--- src/sv/ray_sphere_closest_hit_top_assert.svh ---
// ----------------------------------------------------------------------------
// Assertion macros for the ray/sphere closest hit block
// Implication checks sampled on clk and disabled while rst_n is low.
// ----------------------------------------------------------------------------
`ifndef RAY_SPHERE_CLOSEST_HIT_TOP_ASSERT_SVH
`define RAY_SPHERE_CLOSEST_HIT_TOP_ASSERT_SVH

// Check that the consequent holds in the same cycle as the antecedent
`define RSCH_ASSERT_SAME(label, ante, cons) \
    label: assert property (@(posedge clk) disable iff (!rst_n) (ante) |-> (cons)) \
        else $error("rsch same-cycle check failed");

// Check that the consequent holds in the cycle after the antecedent
`define RSCH_ASSERT_NEXT(label, ante, cons) \
    label: assert property (@(posedge clk) disable iff (!rst_n) (ante) |=> (cons)) \
        else $error("rsch next-cycle check failed");

`endif

--- src/sv/rsch_pkg.sv ---
// ----------------------------------------------------------------------------
// rsch_pkg
// Widths, step codes, state types and the queue entry of the closest hit block.
// ----------------------------------------------------------------------------
`default_nettype none

package rsch_pkg;

    localparam int FRAC_BITS = 16;
    localparam int COORD_W   = 32;
    localparam int DIR_W     = 18;
    localparam int RAD_W     = 31;
    localparam int IDX_W     = 10;
    localparam int DIST_W    = 31;
    localparam int DIFF_W    = 33;
    localparam int ADJ_W     = 51;
    localparam int MAG_W     = 50;
    localparam int HALF_W    = 25;
    localparam int MUL_W     = 34;
    localparam int PROD_W    = 68;
    localparam int DISC_W    = 104;
    localparam int ROOT_W    = 52;
    localparam int REM_W     = 54;
    localparam int PICK_W    = 53;

    // Multiplier schedule of the front end
    localparam logic [3:0] STEP_LXDX = 4'd0;
    localparam logic [3:0] STEP_LYDY = 4'd1;
    localparam logic [3:0] STEP_LZDZ = 4'd2;
    localparam logic [3:0] STEP_LXLX = 4'd3;
    localparam logic [3:0] STEP_LYLY = 4'd4;
    localparam logic [3:0] STEP_LZLZ = 4'd5;
    localparam logic [3:0] STEP_RR   = 4'd6;
    localparam logic [3:0] STEP_HIHI = 4'd7;
    localparam logic [3:0] STEP_HILO = 4'd8;
    localparam logic [3:0] STEP_LOLO = 4'd9;
    localparam logic [3:0] STEP_DONE = 4'd10;

    localparam logic [DIST_W-1:0] DIST_MAX = {DIST_W{1'b1}};

    typedef enum logic [1:0] {
        FE_IDLE,
        FE_MUL,
        FE_PUSH
    } rsch_fe_state_t;

    typedef enum logic [1:0] {
        BE_IDLE,
        BE_SQRT,
        BE_PICK,
        BE_EMIT
    } rsch_be_state_t;

    typedef struct packed {
        logic                     last;
        logic signed [ADJ_W-1:0]  adj;
        logic signed [DISC_W-1:0] disc;
    } rsch_entry_t;

endpackage

`default_nettype wire

--- src/sv/rsch_if.sv ---
// ----------------------------------------------------------------------------
// rsch channel interfaces
// Valid/ready channels for the ray/sphere requests and the hit results.
// ----------------------------------------------------------------------------
`default_nettype none


interface rsch_hit_if;
    logic                            valid;
    logic                            ready;
    logic                            hit_found;
    logic [rsch_pkg::IDX_W-1:0]      hit_index;
    logic [rsch_pkg::DIST_W-1:0]     hit_distance;

    modport source (
        output valid, hit_found, hit_index, hit_distance,
        input  ready
    );
    modport sink (
        input  valid, hit_found, hit_index, hit_distance,
        output ready
    );
endinterface

`default_nettype wire

--- src/sv/rsch_back.sv ---
// ----------------------------------------------------------------------------
// rsch_back
// Takes the square root one bit per cycle, picks the hit distance, keeps the
// nearest hit of the group and drives the result register.
// ----------------------------------------------------------------------------
`default_nettype none

module rsch_back #(
    parameter int MAX_OBJECTS = 1024
) (
    input  wire logic                 clk,
    input  wire logic                 rst_n,
    input  wire logic                 pop_valid,
    input  wire rsch_pkg::rsch_entry_t pop_entry,
    output logic                      pop_ready,
    rsch_hit_if.source                hit_out
);

    localparam int CNT_W = (MAX_OBJECTS > 1) ? $clog2(MAX_OBJECTS) : 1;

    rsch_pkg::rsch_be_state_t state_reg, state_next;

    logic signed [rsch_pkg::ADJ_W-1:0]  adj_reg;
    logic                               last_reg;
    logic                               miss_reg;
    logic        [rsch_pkg::DISC_W-1:0] rad_reg;
    logic        [rsch_pkg::REM_W-1:0]  rem_reg, rem_next, rem_sh, trial;
    logic        [rsch_pkg::ROOT_W-1:0] root_reg, root_next;
    logic        [5:0]                  iter_reg;
    logic                               root_ge;

    logic        [CNT_W-1:0]            count_reg;
    logic                               best_valid_reg;
    logic        [CNT_W-1:0]            best_index_reg;
    logic        [rsch_pkg::DIST_W-1:0] best_dist_reg;

    logic                               out_valid_reg;
    logic                               out_found_reg;
    logic        [rsch_pkg::IDX_W-1:0]  out_index_reg;
    logic        [rsch_pkg::DIST_W-1:0] out_dist_reg;

    logic signed [rsch_pkg::PICK_W-1:0] near_root, far_root, pick;
    logic        [rsch_pkg::PICK_W-1:0] pick_shift;
    logic        [rsch_pkg::DIST_W-1:0] hit_dist;
    logic                               is_hit, take;
    logic        [31:0]                 count_inc, index_wide;
    logic                               out_free, pop_fire, emit;

    assign pop_ready = (state_reg == rsch_pkg::BE_IDLE);
    assign pop_fire  = pop_valid && pop_ready;
    assign out_free  = !out_valid_reg || hit_out.ready;
    assign emit      = (state_reg == rsch_pkg::BE_EMIT) && out_free;

    // One restoring square root step
    assign rem_sh    = {rem_reg[rsch_pkg::REM_W-3:0], rad_reg[rsch_pkg::DISC_W-1 -: 2]};
    assign trial     = {root_reg, 2'b01};
    assign root_ge   = (rem_sh >= trial);
    assign rem_next  = root_ge ? (rem_sh - trial) : rem_sh;
    assign root_next = {root_reg[rsch_pkg::ROOT_W-2:0], root_ge};

    // Near and far roots, choice and saturation
    assign near_root  = rsch_pkg::PICK_W'(adj_reg) - $signed(rsch_pkg::PICK_W'(root_reg));
    assign far_root   = rsch_pkg::PICK_W'(adj_reg) + $signed(rsch_pkg::PICK_W'(root_reg));
    assign is_hit     = !miss_reg && !(near_root[rsch_pkg::PICK_W-1] && far_root[rsch_pkg::PICK_W-1]);
    assign pick       = near_root[rsch_pkg::PICK_W-1] ? far_root : near_root;
    assign pick_shift = rsch_pkg::PICK_W'(pick) >> rsch_pkg::FRAC_BITS;
    assign hit_dist   = (pick_shift > rsch_pkg::PICK_W'(rsch_pkg::DIST_MAX))
                        ? rsch_pkg::DIST_MAX : pick_shift[rsch_pkg::DIST_W-1:0];
    assign take       = is_hit && (!best_valid_reg || hit_dist < best_dist_reg);
    assign count_inc  = 32'(count_reg) + 32'd1;
    assign index_wide = 32'(best_index_reg);

    // Next state
    always_comb
    begin
        state_next = state_reg;
        unique case (state_reg)
            rsch_pkg::BE_IDLE:
            begin
                if (pop_fire)
                begin
                    state_next = pop_entry.disc[rsch_pkg::DISC_W-1] ? rsch_pkg::BE_PICK
                                                                     : rsch_pkg::BE_SQRT;
                end
            end
            rsch_pkg::BE_SQRT:
            begin
                if (iter_reg == 6'(rsch_pkg::ROOT_W - 1))
                begin
                    state_next = rsch_pkg::BE_PICK;
                end
            end
            rsch_pkg::BE_PICK:
            begin
                state_next = last_reg ? rsch_pkg::BE_EMIT : rsch_pkg::BE_IDLE;
            end
            rsch_pkg::BE_EMIT:
            begin
                if (out_free)
                begin
                    state_next = rsch_pkg::BE_IDLE;
                end
            end
            default: state_next = rsch_pkg::BE_IDLE;
        endcase
    end

    // Control state, running best and result valid
    always_ff @(posedge clk or negedge rst_n)
    begin
        if (!rst_n)
        begin
            state_reg      <= rsch_pkg::BE_IDLE;
            count_reg      <= '0;
            best_valid_reg <= 1'b0;
            best_index_reg <= '0;
            best_dist_reg  <= '0;
            out_valid_reg  <= 1'b0;
        end
        else
        begin
            state_reg <= state_next;
            if (emit)
            begin
                out_valid_reg <= 1'b1;
            end
            else if (hit_out.ready)
            begin
                out_valid_reg <= 1'b0;
            end
            if (state_reg == rsch_pkg::BE_PICK)
            begin
                count_reg <= (count_inc >= 32'(MAX_OBJECTS)) ? '0 : count_inc[CNT_W-1:0];
                if (take)
                begin
                    best_valid_reg <= 1'b1;
                    best_index_reg <= count_reg;
                    best_dist_reg  <= hit_dist;
                end
            end
            if (emit)
            begin
                count_reg      <= '0;
                best_valid_reg <= 1'b0;
                best_index_reg <= '0;
                best_dist_reg  <= '0;
            end
        end
    end

    // Square root datapath and result payload
    always_ff @(posedge clk)
    begin
        if (pop_fire)
        begin
            adj_reg  <= pop_entry.adj;
            last_reg <= pop_entry.last;
            miss_reg <= pop_entry.disc[rsch_pkg::DISC_W-1];
            rad_reg  <= pop_entry.disc;
            rem_reg  <= '0;
            root_reg <= '0;
            iter_reg <= '0;
        end
        else if (state_reg == rsch_pkg::BE_SQRT)
        begin
            rad_reg  <= rad_reg << 2;
            rem_reg  <= rem_next;
            root_reg <= root_next;
            iter_reg <= iter_reg + 6'd1;
        end
        if (emit)
        begin
            out_found_reg <= best_valid_reg;
            out_index_reg <= best_valid_reg ? index_wide[rsch_pkg::IDX_W-1:0] : '0;
            out_dist_reg  <= best_valid_reg ? best_dist_reg : '0;
        end
    end

    assign hit_out.valid        = out_valid_reg;
    assign hit_out.hit_found    = out_found_reg;
    assign hit_out.hit_index    = out_index_reg;
    assign hit_out.hit_distance = out_dist_reg;

endmodule

`default_nettype wire

--- src/flat_wrapper.sv ---
// flat-port wrapper written by rule: the top's interface ports become plain ports
module rsch_back_flat 
#(
    parameter int MAX_OBJECTS = 1024
)
  (clk, rst_n, pop_valid, pop_entry, pop_ready, hit_out_valid, hit_out_hit_found, hit_out_hit_index, hit_out_hit_distance, hit_out_ready);
  rsch_hit_if hit_out_i ();
  input  wire logic clk;
  input  wire logic rst_n;
  input  wire logic pop_valid;
  input  wire rsch_pkg::rsch_entry_t pop_entry;
  output logic pop_ready;
  output wire logic [$bits(hit_out_i.valid)-1:0] hit_out_valid;
  output wire logic [$bits(hit_out_i.hit_found)-1:0] hit_out_hit_found;
  output wire logic [$bits(hit_out_i.hit_index)-1:0] hit_out_hit_index;
  output wire logic [$bits(hit_out_i.hit_distance)-1:0] hit_out_hit_distance;
  input wire logic [$bits(hit_out_i.ready)-1:0] hit_out_ready;
  assign hit_out_valid = hit_out_i.valid;
  assign hit_out_hit_found = hit_out_i.hit_found;
  assign hit_out_hit_index = hit_out_i.hit_index;
  assign hit_out_hit_distance = hit_out_i.hit_distance;
  assign hit_out_i.ready = hit_out_ready;
  rsch_back #(.MAX_OBJECTS(MAX_OBJECTS)) u_core (.clk(clk), .rst_n(rst_n), .pop_valid(pop_valid), .pop_entry(pop_entry), .pop_ready(pop_ready), .hit_out(hit_out_i));
endmodule
--- config.mk ---
export PLATFORM = sky130hd
export DESIGN_NAME = rsch_back_flat
export DESIGN_NICKNAME = d
export VERILOG_FILES = /design/src/sv/ray_sphere_closest_hit_top_assert.svh /design/src/sv/rsch_pkg.sv /design/src/sv/rsch_if.sv /design/src/sv/rsch_back.sv /design/src/flat_wrapper.sv
export SDC_FILE = /design/constraint.sdc
export NUM_CORES = 1
export LEC_CHECK = 0
export BUFFER_PORTS_ARGS = -buffer_cell sky130_fd_sc_hd__buf_2
export CORE_AREA = 3 3 288 148
export CTS_BUF_LIST = sky130_fd_sc_hd__clkbuf_4 sky130_fd_sc_hd__clkbuf_8
export CTS_CLUSTER_DIAMETER = 120
export DETAILED_ROUTE_END_ITERATION = 10
export DIE_AREA = 0 0 291 151
export PLACE_DENSITY = 0.8
export SYNTH_ARGS = -nofsm -noshare
export SYNTH_HDL_FRONTEND = slang
export SYNTH_SLANG_ARGS = --single-unit
--- constraint.sdc ---
create_clock -name clk -period 8.7 [get_ports clk]
set_input_delay 0 -clock clk [delete_from_list [all_inputs] [get_ports clk]]
set_output_delay 0 -clock clk [all_outputs]
set_load 0.01 [all_outputs]
==> summary.md <==
| Metric | Value |
|---|---|
| Global-route wire length before repair | `117 mm` |
| Yosys Warn Count | `0` |
| Number of synthesized register bits | `364` |
| Register area share after synthesis | `39.7%` |
| Final cell count without fillers | `roughly 3700` |
| Post-detailed-placement half-perimeter wirelength | `50.3 mm` |
| Total iterations of the first detailed-routing run | `6` |
| Row count | `52` |
| RSZ-0062 raised after global routing | `no` |
| Top area cells in the synthesized netlist | `edfxtp_1 (25%), ha_1 (9.8%), dfxtp_1 (9.1%), nand2_1 (7.3%), dfrtp_1 (5.7%)` |
| CP peak stage delay | `1.04 ns` |
| Placed Cells | `3405` |
| Least-Margin Pin Slew | `1.24 ns` |
| Setup violators final | `0` |
| RR Startpoint | `u_core.root_reg[47]` |
| Vias in the first global route | `around 21000` |
| Synth area leader | `edfxtp_1` |
| Final net count | `3430` |
| FF-to-FF path depth | `27` |
| Gr usage total | `33.2%` |
| Synth top area share | `24.8%` |
| DRT iter0 DRCs | `between 2000 and 2500` |
| CTS tree | `yes` |
| Root cell of the clock tree | `clkbuf_8` |
| Worst hold path type | `input port to asynchronous set/reset pin` |
| Most frequent cell after synthesis | `nand2_1` |
| Routed WL per cell | `about 20 um` |
| Net count after synthesis | `roughly 3100` |
| Worst reg-to-reg setup slack | `0.66 ns` |
| DR vias/cell | `slightly above 6` |
| Number of fill cells | `3078` |
| Fraction of layout cells with a size suffix above 1 | `12.3%` |
| Main synth FF type | `edfxtp_1` |
| Max-cap violations | `0` |
| Reg2reg end | `u_core.best_index_reg[8]` |
| Crit end category | `flop` |
| Worst slack at placement | `0.954 ns` |
| Initial antenna violation count | `4` |
| Fin worst setup slack | `0.656 ns` |
| Die width | `291 um` |
| Worst-skew pair later-pin latency | `around 0.66 ns` |
| Largest net degree at the start of global routing | `106` |
| Antenna viol nets, final | `0` |
| CP Launch Point | `u_core.root_reg[47]` |
| H-tree levels | `2` |
| Worst setup SP type | `flop` |
| FMAX | `roughly 120 MHz` |
| Slew Limit Fails | `0` |
| Clock buffer count from CTS | `54` |
| CTS max path bufs | `3` |
| Post-synth EDFFs | `199` |
| Die Span Y | `between 150 and 200 um` |
| Routed wire length | `around 75 mm` |
| Post-CTS setup buffer count | `0` |
| Final period utilization | `about 92%` |
| DIE AREA | `around 0.044 mm^2` |
| Async set-reset flop share out of synthesis | `15.1%` |
| GP Congestion | `1.02` |
| Initial core utilization | `approximately three fifths` |
| Syn_area_per_cell | `8.64 um^2` |
| Clk sinks | `364` |
| Total grt overflow | `0` |
| Capture point of the worst path | `u_core.best_index_reg[8]` |
| Relative slew slack | `16.5%` |
| Port Buffers | `203` |
| PD cells | `386 mW/mm^2` |
| Worst-path clk slew | `0.08 ns` |
| Worst EP required | `9.24 ns` |
| Final hold violations | `0` |
| Most instantiated cells after synthesis | `nand2_1 (467), nor2_1 (213), a21oi_1 (199), edfxtp_1 (199), ha_1 (188)` |
| VDD IR max | `0.441 mV` |
| Synth unique cells | `a little over 90` |
| Max FFs per register | `104` |
| Synth Instances | `around 2800` |
| # DRC | `0` |
| Via Count | `22600` |
| Crit path DAT | `8.59 ns` |
| Area growth, synth to finish | `16.8%` |
| Setup TNS | `0 ns` |
| Largest fanout on the critical path | `32` |
| Post-route clock skew | `0.0291 ns` |
| CP max-delay cell | `nor4_1` |
| Crit Path Category | `flop to flop` |
| Outcome | `complete, no violations` |
| Core Box Area | `~0.040 mm^2` |
| Synthesized area | `0.0241 mm^2` |
| Min Tclk post-route | `roughly 8 ns` |
| # IOs | `204` |
| Leakage | `0.0118 uW` |
==> critical path: cells and delay by family (launching register included) <==
kind	cells	cell delay [ns]
and+or+nand+nor	10	2.64
DFF	1	0.39
buffers and inverters	3	0.84
muxes	1	0.22
adders and majority gates	2	0.86
AOI/OAI and AO/OA	11	2.95
==> per-layer routing <==
metal	global-route usage, %	vias to the layer above	wire length, um
li1	-	10600	-
met4	9.21	4	2000
met1	45.3	10700	31600
met5	0	-	21
met2	52.9	1173	33500
met3	8.19	156	7820
==> metrics by stage <==
step	hold slack, ns	instance area, um^2	utilization, %	total power [uW]
final	0.0303	28100	69.9	10900
after global routing	0.0346	28100	69.9	11600
after CTS	0.0402	28100	69.9	10600
after detailed placement	0.179	25300	62.9	9010
after global placement	0.162	25300	62.9	8890
after floorplan	-0.296	24100	-	7550
==> repair_timing <==
action | CTS | global route
hold buffers | 161 | 0
hold endpoints to repair | 215 | 0
resized for setup | 0 | 0
==> where the power goes <==
part	switching [uW]	internal, uW	total (uW)
sequential	390	2680	3070
combinational	3920	2310	6230
clock	746	828	1570
==> cell families after synthesis <==
group,after synthesis,synth area share (%)
fa+ha+maj,188,9.76
xor+xnor,84,3.08
mux,62,3.19
compound gates,705,18.8
buf+inv,307,5.07
simple gates,1079,20.4
flops,364,39.7
==> layout make-up <==
type                    count  area (um^2)  area share (%)
multi-input cells        2118        13300            47.4
well taps                 540          676            2.40
repair buffers            380         2750            9.76
flip-flops and latches    364         9550            33.9
diodes                      3         7.51          0.0267
inverters                 164          623            2.21
clock inverters            23          235           0.836
clock buffers              79          950            3.37
==> cell usage in the layout, fill, tap and decap left out, types with 29 or more instances in the layout <==
cell type,instances
a211oi_1,44
mux2i_1,30
nor3_1,70
ha_1,188
clkbuf_8,57
inv_1,153
mux2_4,29
a21oi_1,199
nor2_1,213
xnor2_1,58
nand3_1,97
nand4_1,48
buf_2,203
a21o_1,63
dlygate4sd3_1,161
and2_1,46
dfxtp_1,110
nand2_1,466
o21ai_0,169
edfxtp_1,199
dfrtp_1,55
==> worst min path at each step <==
stage / from / to / slack, ns / depth (start not counted)
after floorplan: rst_n / u_core.best_dist_reg[0] / -0.30 / 0
after global placement: rst_n / u_core.best_dist_reg[6] / 0.16 / 2
after detailed placement: rst_n / u_core.best_dist_reg[6] / 0.18 / 2
after CTS: rst_n / u_core.best_dist_reg[6] / 0.04 / 3
after global routing: pop_entry[132] / u_core.adj_reg[28] / 0.03 / 2
final: rst_n / u_core.best_dist_reg[6] / 0.03 / 3
Note: power is estimated with default switching activity, not from simulation.
