File: config.mk
export PLATFORM = sky130hd
export DESIGN_NAME = rsch_queue
export DESIGN_NICKNAME = d
export VERILOG_FILES = /design/src/sv/ray_sphere_closest_hit_top_assert.svh /design/src/sv/rsch_pkg.sv /design/src/sv/rsch_queue.sv
export SDC_FILE = /design/constraint.sdc
export NUM_CORES = 1
export LEC_CHECK = 0
export BUFFER_PORTS_ARGS = -buffer_cell sky130_fd_sc_hd__clkbuf_2
export CORE_UTILIZATION = 45
export CTS_BUF_LIST = sky130_fd_sc_hd__clkbuf_4 sky130_fd_sc_hd__clkbuf_8
export DETAILED_ROUTE_END_ITERATION = 7
export HOLD_SLACK_MARGIN = 0.15
export PLACE_DENSITY = 0.76
export SLEW_MARGIN = 20
export SYNTH_ARGS = -nofsm -noshare
export SYNTH_HDL_FRONTEND = slang
export SYNTH_SLANG_ARGS = --single-unit
export TNS_END_PERCENT = 100
File: constraint.sdc
create_clock -name clk -period 10.1 [get_ports clk]
set_input_delay 1.01 -clock clk [delete_from_list [all_inputs] [get_ports clk]]
set_output_delay 1.01 -clock clk [all_outputs]
set_load 0.005 [all_outputs]
File: src/sv/ray_sphere_closest_hit_top_assert.svh
// ----------------------------------------------------------------------------
// Assertion macros for the ray/sphere closest hit block
// Implication checks sampled on clk and disabled while rst_n is low.
// ----------------------------------------------------------------------------
`ifndef RAY_SPHERE_CLOSEST_HIT_TOP_ASSERT_SVH
`define RAY_SPHERE_CLOSEST_HIT_TOP_ASSERT_SVH

// Check that the consequent holds in the same cycle as the antecedent
`define RSCH_ASSERT_SAME(label, ante, cons) \
    label: assert property (@(posedge clk) disable iff (!rst_n) (ante) |-> (cons)) \
        else $error("rsch same-cycle check failed");

// Check that the consequent holds in the cycle after the antecedent
`define RSCH_ASSERT_NEXT(label, ante, cons) \
    label: assert property (@(posedge clk) disable iff (!rst_n) (ante) |=> (cons)) \
        else $error("rsch next-cycle check failed");

`endif

File: src/sv/rsch_pkg.sv
// ----------------------------------------------------------------------------
// rsch_pkg
// Widths, step codes, state types and the queue entry of the closest hit block.
// ----------------------------------------------------------------------------
`default_nettype none

package rsch_pkg;

    localparam int FRAC_BITS = 16;
    localparam int COORD_W   = 32;
    localparam int DIR_W     = 18;
    localparam int RAD_W     = 31;
    localparam int IDX_W     = 10;
    localparam int DIST_W    = 31;
    localparam int DIFF_W    = 33;
    localparam int ADJ_W     = 51;
    localparam int MAG_W     = 50;
    localparam int HALF_W    = 25;
    localparam int MUL_W     = 34;
    localparam int PROD_W    = 68;
    localparam int DISC_W    = 104;
    localparam int ROOT_W    = 52;
    localparam int REM_W     = 54;
    localparam int PICK_W    = 53;

    // Multiplier schedule of the front end
    localparam logic [3:0] STEP_LXDX = 4'd0;
    localparam logic [3:0] STEP_LYDY = 4'd1;
    localparam logic [3:0] STEP_LZDZ = 4'd2;
    localparam logic [3:0] STEP_LXLX = 4'd3;
    localparam logic [3:0] STEP_LYLY = 4'd4;
    localparam logic [3:0] STEP_LZLZ = 4'd5;
    localparam logic [3:0] STEP_RR   = 4'd6;
    localparam logic [3:0] STEP_HIHI = 4'd7;
    localparam logic [3:0] STEP_HILO = 4'd8;
    localparam logic [3:0] STEP_LOLO = 4'd9;
    localparam logic [3:0] STEP_DONE = 4'd10;

    localparam logic [DIST_W-1:0] DIST_MAX = {DIST_W{1'b1}};

    typedef enum logic [1:0] {
        FE_IDLE,
        FE_MUL,
        FE_PUSH
    } rsch_fe_state_t;

    typedef enum logic [1:0] {
        BE_IDLE,
        BE_SQRT,
        BE_PICK,
        BE_EMIT
    } rsch_be_state_t;

    typedef struct packed {
        logic                     last;
        logic signed [ADJ_W-1:0]  adj;
        logic signed [DISC_W-1:0] disc;
    } rsch_entry_t;

endpackage

`default_nettype wire

File: src/sv/rsch_queue.sv
// ----------------------------------------------------------------------------
// rsch_queue
// Two-entry queue between the front end and the back end.
// ----------------------------------------------------------------------------
`default_nettype none

module rsch_queue (
    input  wire logic                 clk,
    input  wire logic                 rst_n,
    input  wire logic                 push_valid,
    input  wire rsch_pkg::rsch_entry_t push_entry,
    output logic                      push_ready,
    output logic                      pop_valid,
    output rsch_pkg::rsch_entry_t     pop_entry,
    input  wire logic                 pop_ready
);

    rsch_pkg::rsch_entry_t slot_reg [2];
    logic       wr_ptr_reg, rd_ptr_reg;
    logic [1:0] count_reg, count_next;
    logic       push_fire, pop_fire;

    assign push_ready = (count_reg != 2'd2);
    assign pop_valid  = (count_reg != 2'd0);
    assign pop_entry  = slot_reg[rd_ptr_reg];
    assign push_fire  = push_valid && push_ready;
    assign pop_fire   = pop_valid && pop_ready;

    // Track occupancy
    always_comb
    begin
        count_next = count_reg;
        if (push_fire && !pop_fire)
        begin
            count_next = count_reg + 2'd1;
        end
        else if (pop_fire && !push_fire)
        begin
            count_next = count_reg - 2'd1;
        end
    end

    always_ff @(posedge clk or negedge rst_n)
    begin
        if (!rst_n)
        begin
            wr_ptr_reg <= 1'b0;
            rd_ptr_reg <= 1'b0;
            count_reg  <= '0;
        end
        else
        begin
            count_reg <= count_next;
            if (push_fire)
            begin
                wr_ptr_reg <= ~wr_ptr_reg;
            end
            if (pop_fire)
            begin
                rd_ptr_reg <= ~rd_ptr_reg;
            end
        end
    end

    // Write the entry storage
    always_ff @(posedge clk)
    begin
        if (push_fire)
        begin
            slot_reg[wr_ptr_reg] <= push_entry;
        end
    end

endmodule

`default_nettype wire

==> impl_metrics.tcl, run 1 <==
set metrics [dict create \
    drv_cap 0 \
    htreeDepth 2 \
    yosysTopAreaCell "edfxtp_1" \
    clock-root-buffer "clkbuf_8" \
    synth_seq_area_share_pct 82.40 \
    finalSetupViolCount 0 \
    crit_required_ps 9090 \
    synth_cell_types 15 \
    design_area_um2 14380 \
    rrSetupSlack_ps 7050 \
    path_delay_family "buffers and inverters" \
    hp-class "input port to asynchronous set/reset pin" \
    dr.pass1.iters 4 \
    hold_viol 0 \
    cts_made_buffers 50 \
    period_share_pct 33.50 \
    syn_area_um2 11490 \
    power_leakage_nw 5.484 \
    run_status "finished, final reports clean" \
    yosys_warnings 0 \
    ios 318 \
    wl_per_cell_um 17.48 \
    grt_pass1_wl_um 32220 \
    dpl_worst_slack_ps 6388 \
    power_density_nw_per_um2 278.3 \
    endpoint_kind "primary output" \
    reg2reg_depth 4 \
    cp_max_fo 78 \
    worstReg2RegStart "count_reg[0]" \
    post-cts-setup-buffers 0 \
    yosysTopAreaCellShare_pct 81.53 \
    n_antenna_cell 0 \
    clockBufferDepth 3 \
    max_freq_mhz 295.5 \
    coreArea_um2 25110 \
    antenna_found_initial 0 \
    drc 0 \
    slowest_delay_ps 780 \
    hold_buffers 0 \
    rsz0062_at_grt "false" \
    start_kind "flip-flop" \
    die-area_um2 26180 \
    overflow 0 \
    fillers 1956 \
    die_x_um 161.8 \
    port_buffers 317 \
    track_usage_pct 15.96 \
    gp_congestion 0.7393 \
    wirelength_um 21490 \
    rr_endpoint "slot_reg[1][74]" \
    slowest_stage "buf_4" \
    setup_tns_ps 0 \
    largest_register_ffs 312 \
    syn_inst 503 \
    cts_resized 0 \
    grt_pass1_vias 6260 \
    start_util_pct 45.76 \
    dpl-instance-area_um2 13390 \
    rows 58 \
    netlist_top_cells_area "edfxtp_1 (82%), mux2_2 (15%), buf_6 (1.3%)" \
    drt_iter0_markers 357 \
    clk_pin_slew_ps 60 \
    cp_num_buf_inv 2 \
    vias_per_cell 4.793 \
    setup_ws_ps 6716 \
    period_needed_ps 3384 \
    syn_nets 664 \
    ys_seq_elements 316 \
    clk_latency_ps 540 \
    cts_sinks 316 \
    cts_tree "yes" \
    arrival_ps 2370 \
    die_h_um 161.8 \
    slew_viol_final 0 \
    slew_headroom_pct 30.10 \
    worstMarginPinSlew_ps 1049 \
    worstSetupPathType "flip-flop to primary output" \
    syn_to_final_growth_pct 25.11 \
    dpl.hpwl_um 13840 \
    ant_nets 0 \
    drive_gt1_share_pct 62.51 \
    fin_skew_ps 11.21 \
    nets 1023 \
    peakVddDrop_mv 0.2230 \
    post-route-util_pct 57.26 \
    path_cells "buf_4, mux2_2, clkbuf_2" \
    grt_max_degree 79 \
    num_vias 5890 \
    postSynthAreaPerCell_um2 22.84 \
]
[synth_stat cells, drive strengths merged]
master / number
xnor2: 3
edfxtp: 312
nor2: 2
nand2b: 1
and3: 1
nand2: 2
xor2: 2
inv: 1
buf: 17
mux2: 156
or2: 1
ha: 1
dfrtp: 4
[layout make-up]
| cell class | count | area, µm² | share of cell area, % |
|---|---|---|---|
| flip-flops and latches | 316 | 9473 | 65.89 |
| multi-input cells | 169 | 1859 | 12.93 |
| repair buffers | 324 | 1639 | 11.40 |
| clock buffers | 75 | 907.1 | 6.310 |
| well taps | 330 | 412.9 | 2.872 |
| clock inverters | 14 | 81.33 | 0.5657 |
| inverters | 1 | 3.754 | 0.02611 |
[logic make-up (layout without fill, tap and decap cells)]
kind of cell,count (synthesis),after routing,share of synthesized area [%]
DFF,316,316,82.40
xor gates and xnor gates,5,5,0.3812
and+or+nand+nor,7,7,0.2941
adders and majority gates,1,1,0.1089
muxes,156,156,15.29
buffers and inverters,18,414,1.524
[metal layers]
layer	share of wire [%]	vias up	GRT usage (%)
li1	-	2738	-
met1	39	2886	18.34
met2	52	229	27.84
met3	7.7	37	5.363
met4	2.2	0	5.446
met5	0	-	0
[power breakdown]
part / switching, mW / total (mW) / internal, mW
Sequential: 0.0627 / 1.86 / 1.80
Clock: 0.451 / 1.05 / 0.595
Combinational: 0.570 / 1.09 / 0.525
[worst register-to-register path, stage by stage (launching register included)]
cell	delay, ps
dfrtp_1	400
nand2b_1	170
and3_4	450
buf_4	760
buf_4	850
[metrics by stage]
stage          power [mW]  instances  hold WS (ps)
6_report            4.001       1229         270.4
5_1_grt             4.207       1229         227.8
4_1_cts             4.060       1229         234.8
3_5_place_dp        3.001       1140         476.9
3_3_place_gp        2.978       1140         469.5
2_1_floorplan       2.618        503         455.9
[cell usage in the layout (no fill, tap or decap), drive strengths merged, types with 2 or more instances in the layout]
cell type	count
xor2	2
xnor2	3
edfxtp	312
clkinv	13
dfrtp	4
nand2	2
buf	7
mux2	156
nor2	2
clkbuf	392
[how the worst max path moves through the flow]
stage / depth (start not counted) / slack, ps / end / start
finish: 3 / 6720 / pop_entry[118] / rd_ptr_reg
global route: 3 / 6550 / pop_entry[153] / rd_ptr_reg
CTS: 3 / 6650 / pop_entry[153] / rd_ptr_reg
detailed placement: 4 / 6390 / slot_reg[1][0] / push_valid
global placement: 4 / 6380 / slot_reg[1][0] / push_valid
floorplan: 2 / 1850 / slot_reg[0][0] / push_valid
Power figures use the tool's default switching activity.
==> run 2, diff against run 1 <==
clock period = 3.4 ns   (was 10.1 ns; I/O delays follow)
==> impl_metrics.tcl, run 2 (synthesized netlist as in run 1, its figures left out) <==
set metrics [dict create \
    die_x_um 161.8 \
    cts_resized 0 \
    coreArea_um2 25110 \
    worstReg2RegStart "count_reg[0]" \
    cp_max_fo 113 \
    path_delay_family "buffers and inverters" \
    worstMarginPinSlew_ps 630.6 \
    arrival_ps 2060 \
    endpoint_kind "primary output" \
    slew_headroom_pct 57.96 \
    reg2reg_depth 3 \
    clockBufferDepth 3 \
    hp-class "input port to flip-flop" \
    placed_cells 1141 \
    dpl.hpwl_um 13970 \
    antenna_found_initial 1 \
    overflow 0 \
    cp_num_buf_inv 2 \
    power_density_nw_per_um2 749.9 \
    run_status "finished, final reports clean" \
    drv_cap 0 \
    syn_to_final_growth_pct 39.00 \
    start_util_pct 45.76 \
    wl_per_cell_um 17.59 \
    cts_sinks 316 \
    finalSetupViolCount 0 \
    slowest_stage "buf_12" \
    clk_pin_slew_ps 60 \
    power_leakage_nw 6.123 \
    die-area_um2 26180 \
    period_needed_ps 2398 \
    start_kind "flip-flop" \
    worstSetupPathType "flip-flop to primary output" \
    setup_tns_ps 0 \
    period_share_pct 70.54 \
    slowest_delay_ps 480 \
    num_vias 6570 \
    final_cell_mix "clkbuf_2 (317), edfxtp_1 (312), dlygate4sd3_1 (160)" \
    die_h_um 161.8 \
    mostFrequentLayoutCell "clkbuf_2" \
    largest_register_ffs 312 \
    slew_viol_final 0 \
    grt_pass1_vias 7195 \
    p_total_mw 11.98 \
    post-cts-setup-buffers 0 \
    htreeDepth 2 \
    rrSetupSlack_ps 1270 \
    nets 1183 \
    min_path_cells 2 \
    fillers 1772 \
    ant_nets 0 \
    post_layout_nonfiller_instances 1387 \
    grt_pass1_wl_um 36670 \
    vias_per_cell 4.737 \
    path_cells "buf_12, mux2_2, clkbuf_2" \
    hold_end "slot_reg[0][28]" \
    drc 0 \
    ios 318 \
    drive_gt1_share_pct 53.03 \
    rr_endpoint "slot_reg[1][57]" \
    drt_iter0_markers 351 \
    cts_tree "yes" \
    fin_skew_ps 18.41 \
    gp_congestion 0.7267 \
    rows 58 \
    clk_latency_ps 560 \
    hp-start "push_entry[28]" \
    hold_viol 0 \
    peakVddDrop_mv 0.5216 \
    hold_buffers 160 \
    rsz0062_at_grt "false" \
    clock-root-buffer "clkbuf_8" \
    cts_made_buffers 49 \
    track_usage_pct 18.22 \
    port_buffers 317 \
    wirelength_um 24400 \
    crit_required_ps 3060 \
    max_freq_mhz 417.0 \
    grt_max_degree 114 \
    dr.pass1.iters 4 \
]
[run 2: cell type report]
type                    instances  area (µm²)  area share [%]
inverters                       1       3.754         0.02350
flip-flops and latches        316        9473           59.31
well taps                     330       412.9           2.585
clock inverters                17       78.83          0.4935
repair buffers                485        3311           20.73
multi-input cells             169        1862           11.66
clock buffers                  68       829.5           5.193
diodes                          1       2.502         0.01567
[run 2: metrics by stage]
step	cell area, µm²	hold WS (ps)	utilization (%)	setup slack (ps)
final	15970	513.6	63.61	1002
after global routing	15970	478.6	63.61	888.2
after CTS	15970	471.4	63.60	963.0
after detailed placement	13460	159.3	53.61	1312
after global placement	13460	154.5	53.61	1358
after floorplan	11500	44.41	-	5.495
[run 2: how the worst max path moves through the flow]
| stage | from | endpoint | slack (ps) | cells past startpoint |
|---|---|---|---|---|
| CTS | rd_ptr_reg | pop_entry[122] | 960 | 3 |
| global route | rd_ptr_reg | pop_entry[125] | 890 | 3 |
| floorplan | count_reg[0] | slot_reg[0][0] | 5 | 3 |
| finish | rd_ptr_reg | pop_entry[58] | 1000 | 3 |
| global placement | count_reg[0] | slot_reg[1][39] | 1360 | 3 |
| detailed placement | count_reg[0] | slot_reg[1][52] | 1310 | 3 |
[run 2: report_power, final]
group	switching [mW]	internal [mW]	total, mW
logic	1.79	1.73	3.52
registers	0.196	5.32	5.52
clock network	1.37	1.57	2.94
[run 2: routing by layer]
metal | vias to the layer above | share of wire, % | global-route usage [%]
met5 | - | 0 | 0
met4 | 0 | 3.1 | 7.504
met3 | 67 | 7.6 | 5.822
met2 | 265 | 53 | 33.11
met1 | 3181 | 37 | 19.42
li1 | 3057 | - | -
[run 2: worst reg2reg max path: cells and delay by family, from the launching register on]
| kind | cells | cell delay, ps |
|---|---|---|
| DFF | 1 | 400 |
| and+or+nand+nor | 2 | 820 |
| buffers and inverters | 1 | 410 |
==> run 3, diff against run 2 <==
PLACE_DENSITY = 0.79   (was 0.76)
clock period = 2.2 ns   (was 3.4 ns; I/O delays follow)
==> impl_metrics.tcl, run 3 (synthesized netlist as in run 1, its figures left out) <==
set metrics [dict create \
    p_comb_share_pct 30.4 \
    drv_cap 0 \
    gp_congestion 0.7536 \
    worstMarginPinSlew_ps 388.0 \
    clock-root-buffer "clkbuf_8" \
    mostFrequentLayoutCell "clkbuf_2" \
    run_status "finished, final reports clean" \
    track_usage_pct 19.48 \
    power_density_nw_per_um2 1176 \
    post_layout_nonfiller_instances 1397 \
    worstSetupPathType "flip-flop to primary output" \
    die-area_um2 26180 \
    setup_tns_ps 0 \
    cts_tree "yes" \
    rsz0062_at_grt "false" \
    overflow 0 \
    hold_ws_ps 385.6 \
    period_needed_ps 2122 \
    nets 1194 \
    setup_ws_ps 77.89 \
    fillers 1712 \
    ios 318 \
    power_frac_clock_pct 24.4 \
    power_leakage_nw 6.219 \
    peakVddDrop_mv 0.8588 \
    drive_gt1_share_pct 53.51 \
    vias_per_cell 4.779 \
    port_buffers 317 \
    dpl_worst_slack_ps 505.6 \
    num_vias 6676 \
    drt_iter0_markers 378 \
    antenna_found_initial 2 \
    syn_to_final_growth_pct 40.59 \
    post-route-util_pct 64.34 \
    ant_nets 0 \
    p_int_mw 13.67 \
    dr.pass1.iters 4 \
    p_switching_mw 5.329 \
    drc 0 \
    fin_skew_ps 16.80 \
    largest_register_ffs 312 \
    dpl.hpwl_um 14800 \
    die_h_um 161.8 \
    rows 58 \
    clockBufferDepth 3 \
    grt_pass1_vias 7405 \
    start_kind "flip-flop" \
    clk_pin_slew_ps 70 \
    die_x_um 161.8 \
    clk_latency_ps 560 \
    endpoint_kind "primary output" \
    htreeDepth 2 \
    coreArea_um2 25110 \
    finalSetupViolCount 0 \
    grt_pass1_wl_um 38980 \
    path_cells "buf_12, mux2_2, clkbuf_2" \
    slowest_stage "dfrtp_4" \
    arrival_ps 1900 \
    placed_cells 1150 \
    crit_required_ps 1980 \
    p_seq_share_pct 45.2 \
    hold_viol 0 \
    slew_viol_final 0 \
    start_util_pct 45.76 \
    cts_made_buffers 48 \
    wirelength_um 25840 \
    final_cell_mix "clkbuf_2 (317), edfxtp_1 (312), dlygate4sd3_1 (160)" \
    max_freq_mhz 471.2 \
    wl_per_cell_um 18.50 \
    hp-class "input port to flip-flop" \
    slowest_delay_ps 540 \
    sw_frac_of_total_pct 28.05 \
    n_antenna_cell 0 \
    slew_headroom_pct 74.14 \
    cp_max_fo 39 \
    grt_max_degree 67 \
    cts_sinks 316 \
    period_share_pct 96.46 \
]
[run 3: changes by cell type in the layout (fill, tap and decap cells not counted), sizes merged]
cell,delta
buf,+12
bufinv,+1
clkinv,-1
clkinvlp,-1
diode,-1
[run 3: timing repair]
action,CTS,global route
setup endpoints to repair,71,33
gates resized for setup,1,0
setup buffers,1,2
hold buffers,160,0
pin swaps,0,0
endpoints found under the hold margin,319,0
[run 3: power by group through the flow]
stage          logic, mW  clock network [mW]  registers (mW)
6_report            5.77                4.63            8.60
5_1_grt             6.18                5.04            8.70
4_1_cts             5.70                4.72            8.59
3_5_place_dp        5.37                   0            8.74
3_3_place_gp        5.33                   0            8.65
2_1_floorplan       3.20                   0            8.64
[run 3: path summary, 6_finish.rpt]
| check | startpoint | endpoint | slack (ps) | cells past startpoint |
|---|---|---|---|---|
| max | rd_ptr_reg | pop_entry[118] | 80 | 3 |
| min | push_entry[83] | slot_reg[0][83] | 390 | 2 |
| max reg2reg | count_reg[0] | slot_reg[1][66] | 530 | 3 |
| min reg2reg | count_reg[1] | count_reg[1] | 550 | 1 |
| max in group asynchronous | rst_n | rd_ptr_reg | 1390 | 3 |
| min in group asynchronous | rst_n | rd_ptr_reg | 610 | 3 |
[run 3: cell type report]
cell class              instances  area, µm²  area share (%)
clock buffers                  68      817.0           5.057
flip-flops and latches        316       9473           58.64
well taps                     330      412.9           2.556
multi-input cells             169       1874           11.60
repair buffers                497       3480           21.54
clock inverters                16      95.09          0.5886
inverters                       1      3.754         0.02323
[run 3: layer usage]
| metal | up-vias | track usage, % | part of all wire (%) |
|---|---|---|---|
| met5 | - | 0 | 0.10 |
| met4 | 4 | 7.333 | 3.0 |
| met3 | 69 | 5.771 | 7.4 |
| met2 | 277 | 35.25 | 52 |
| met1 | 3261 | 21.49 | 37 |
| li1 | 3065 | - | - |
[run 3: critical path: cells and delay by family, from the launching register on]
kind / cells / cell delay (ps)
buffers and inverters: 2 / 390
flip-flops: 1 / 540
multiplexers: 1 / 380
[run 3: metrics by stage]
| stage | power (mW) | cell area, µm² |
|---|---|---|
| after detailed placement | 14.11 | 13600 |
| final | 19.00 | 16160 |
| after floorplan | 11.84 | 11510 |
| after global routing | 19.92 | 16160 |
| after global placement | 13.98 | 13600 |
| after CTS | 19.01 | 16130 |
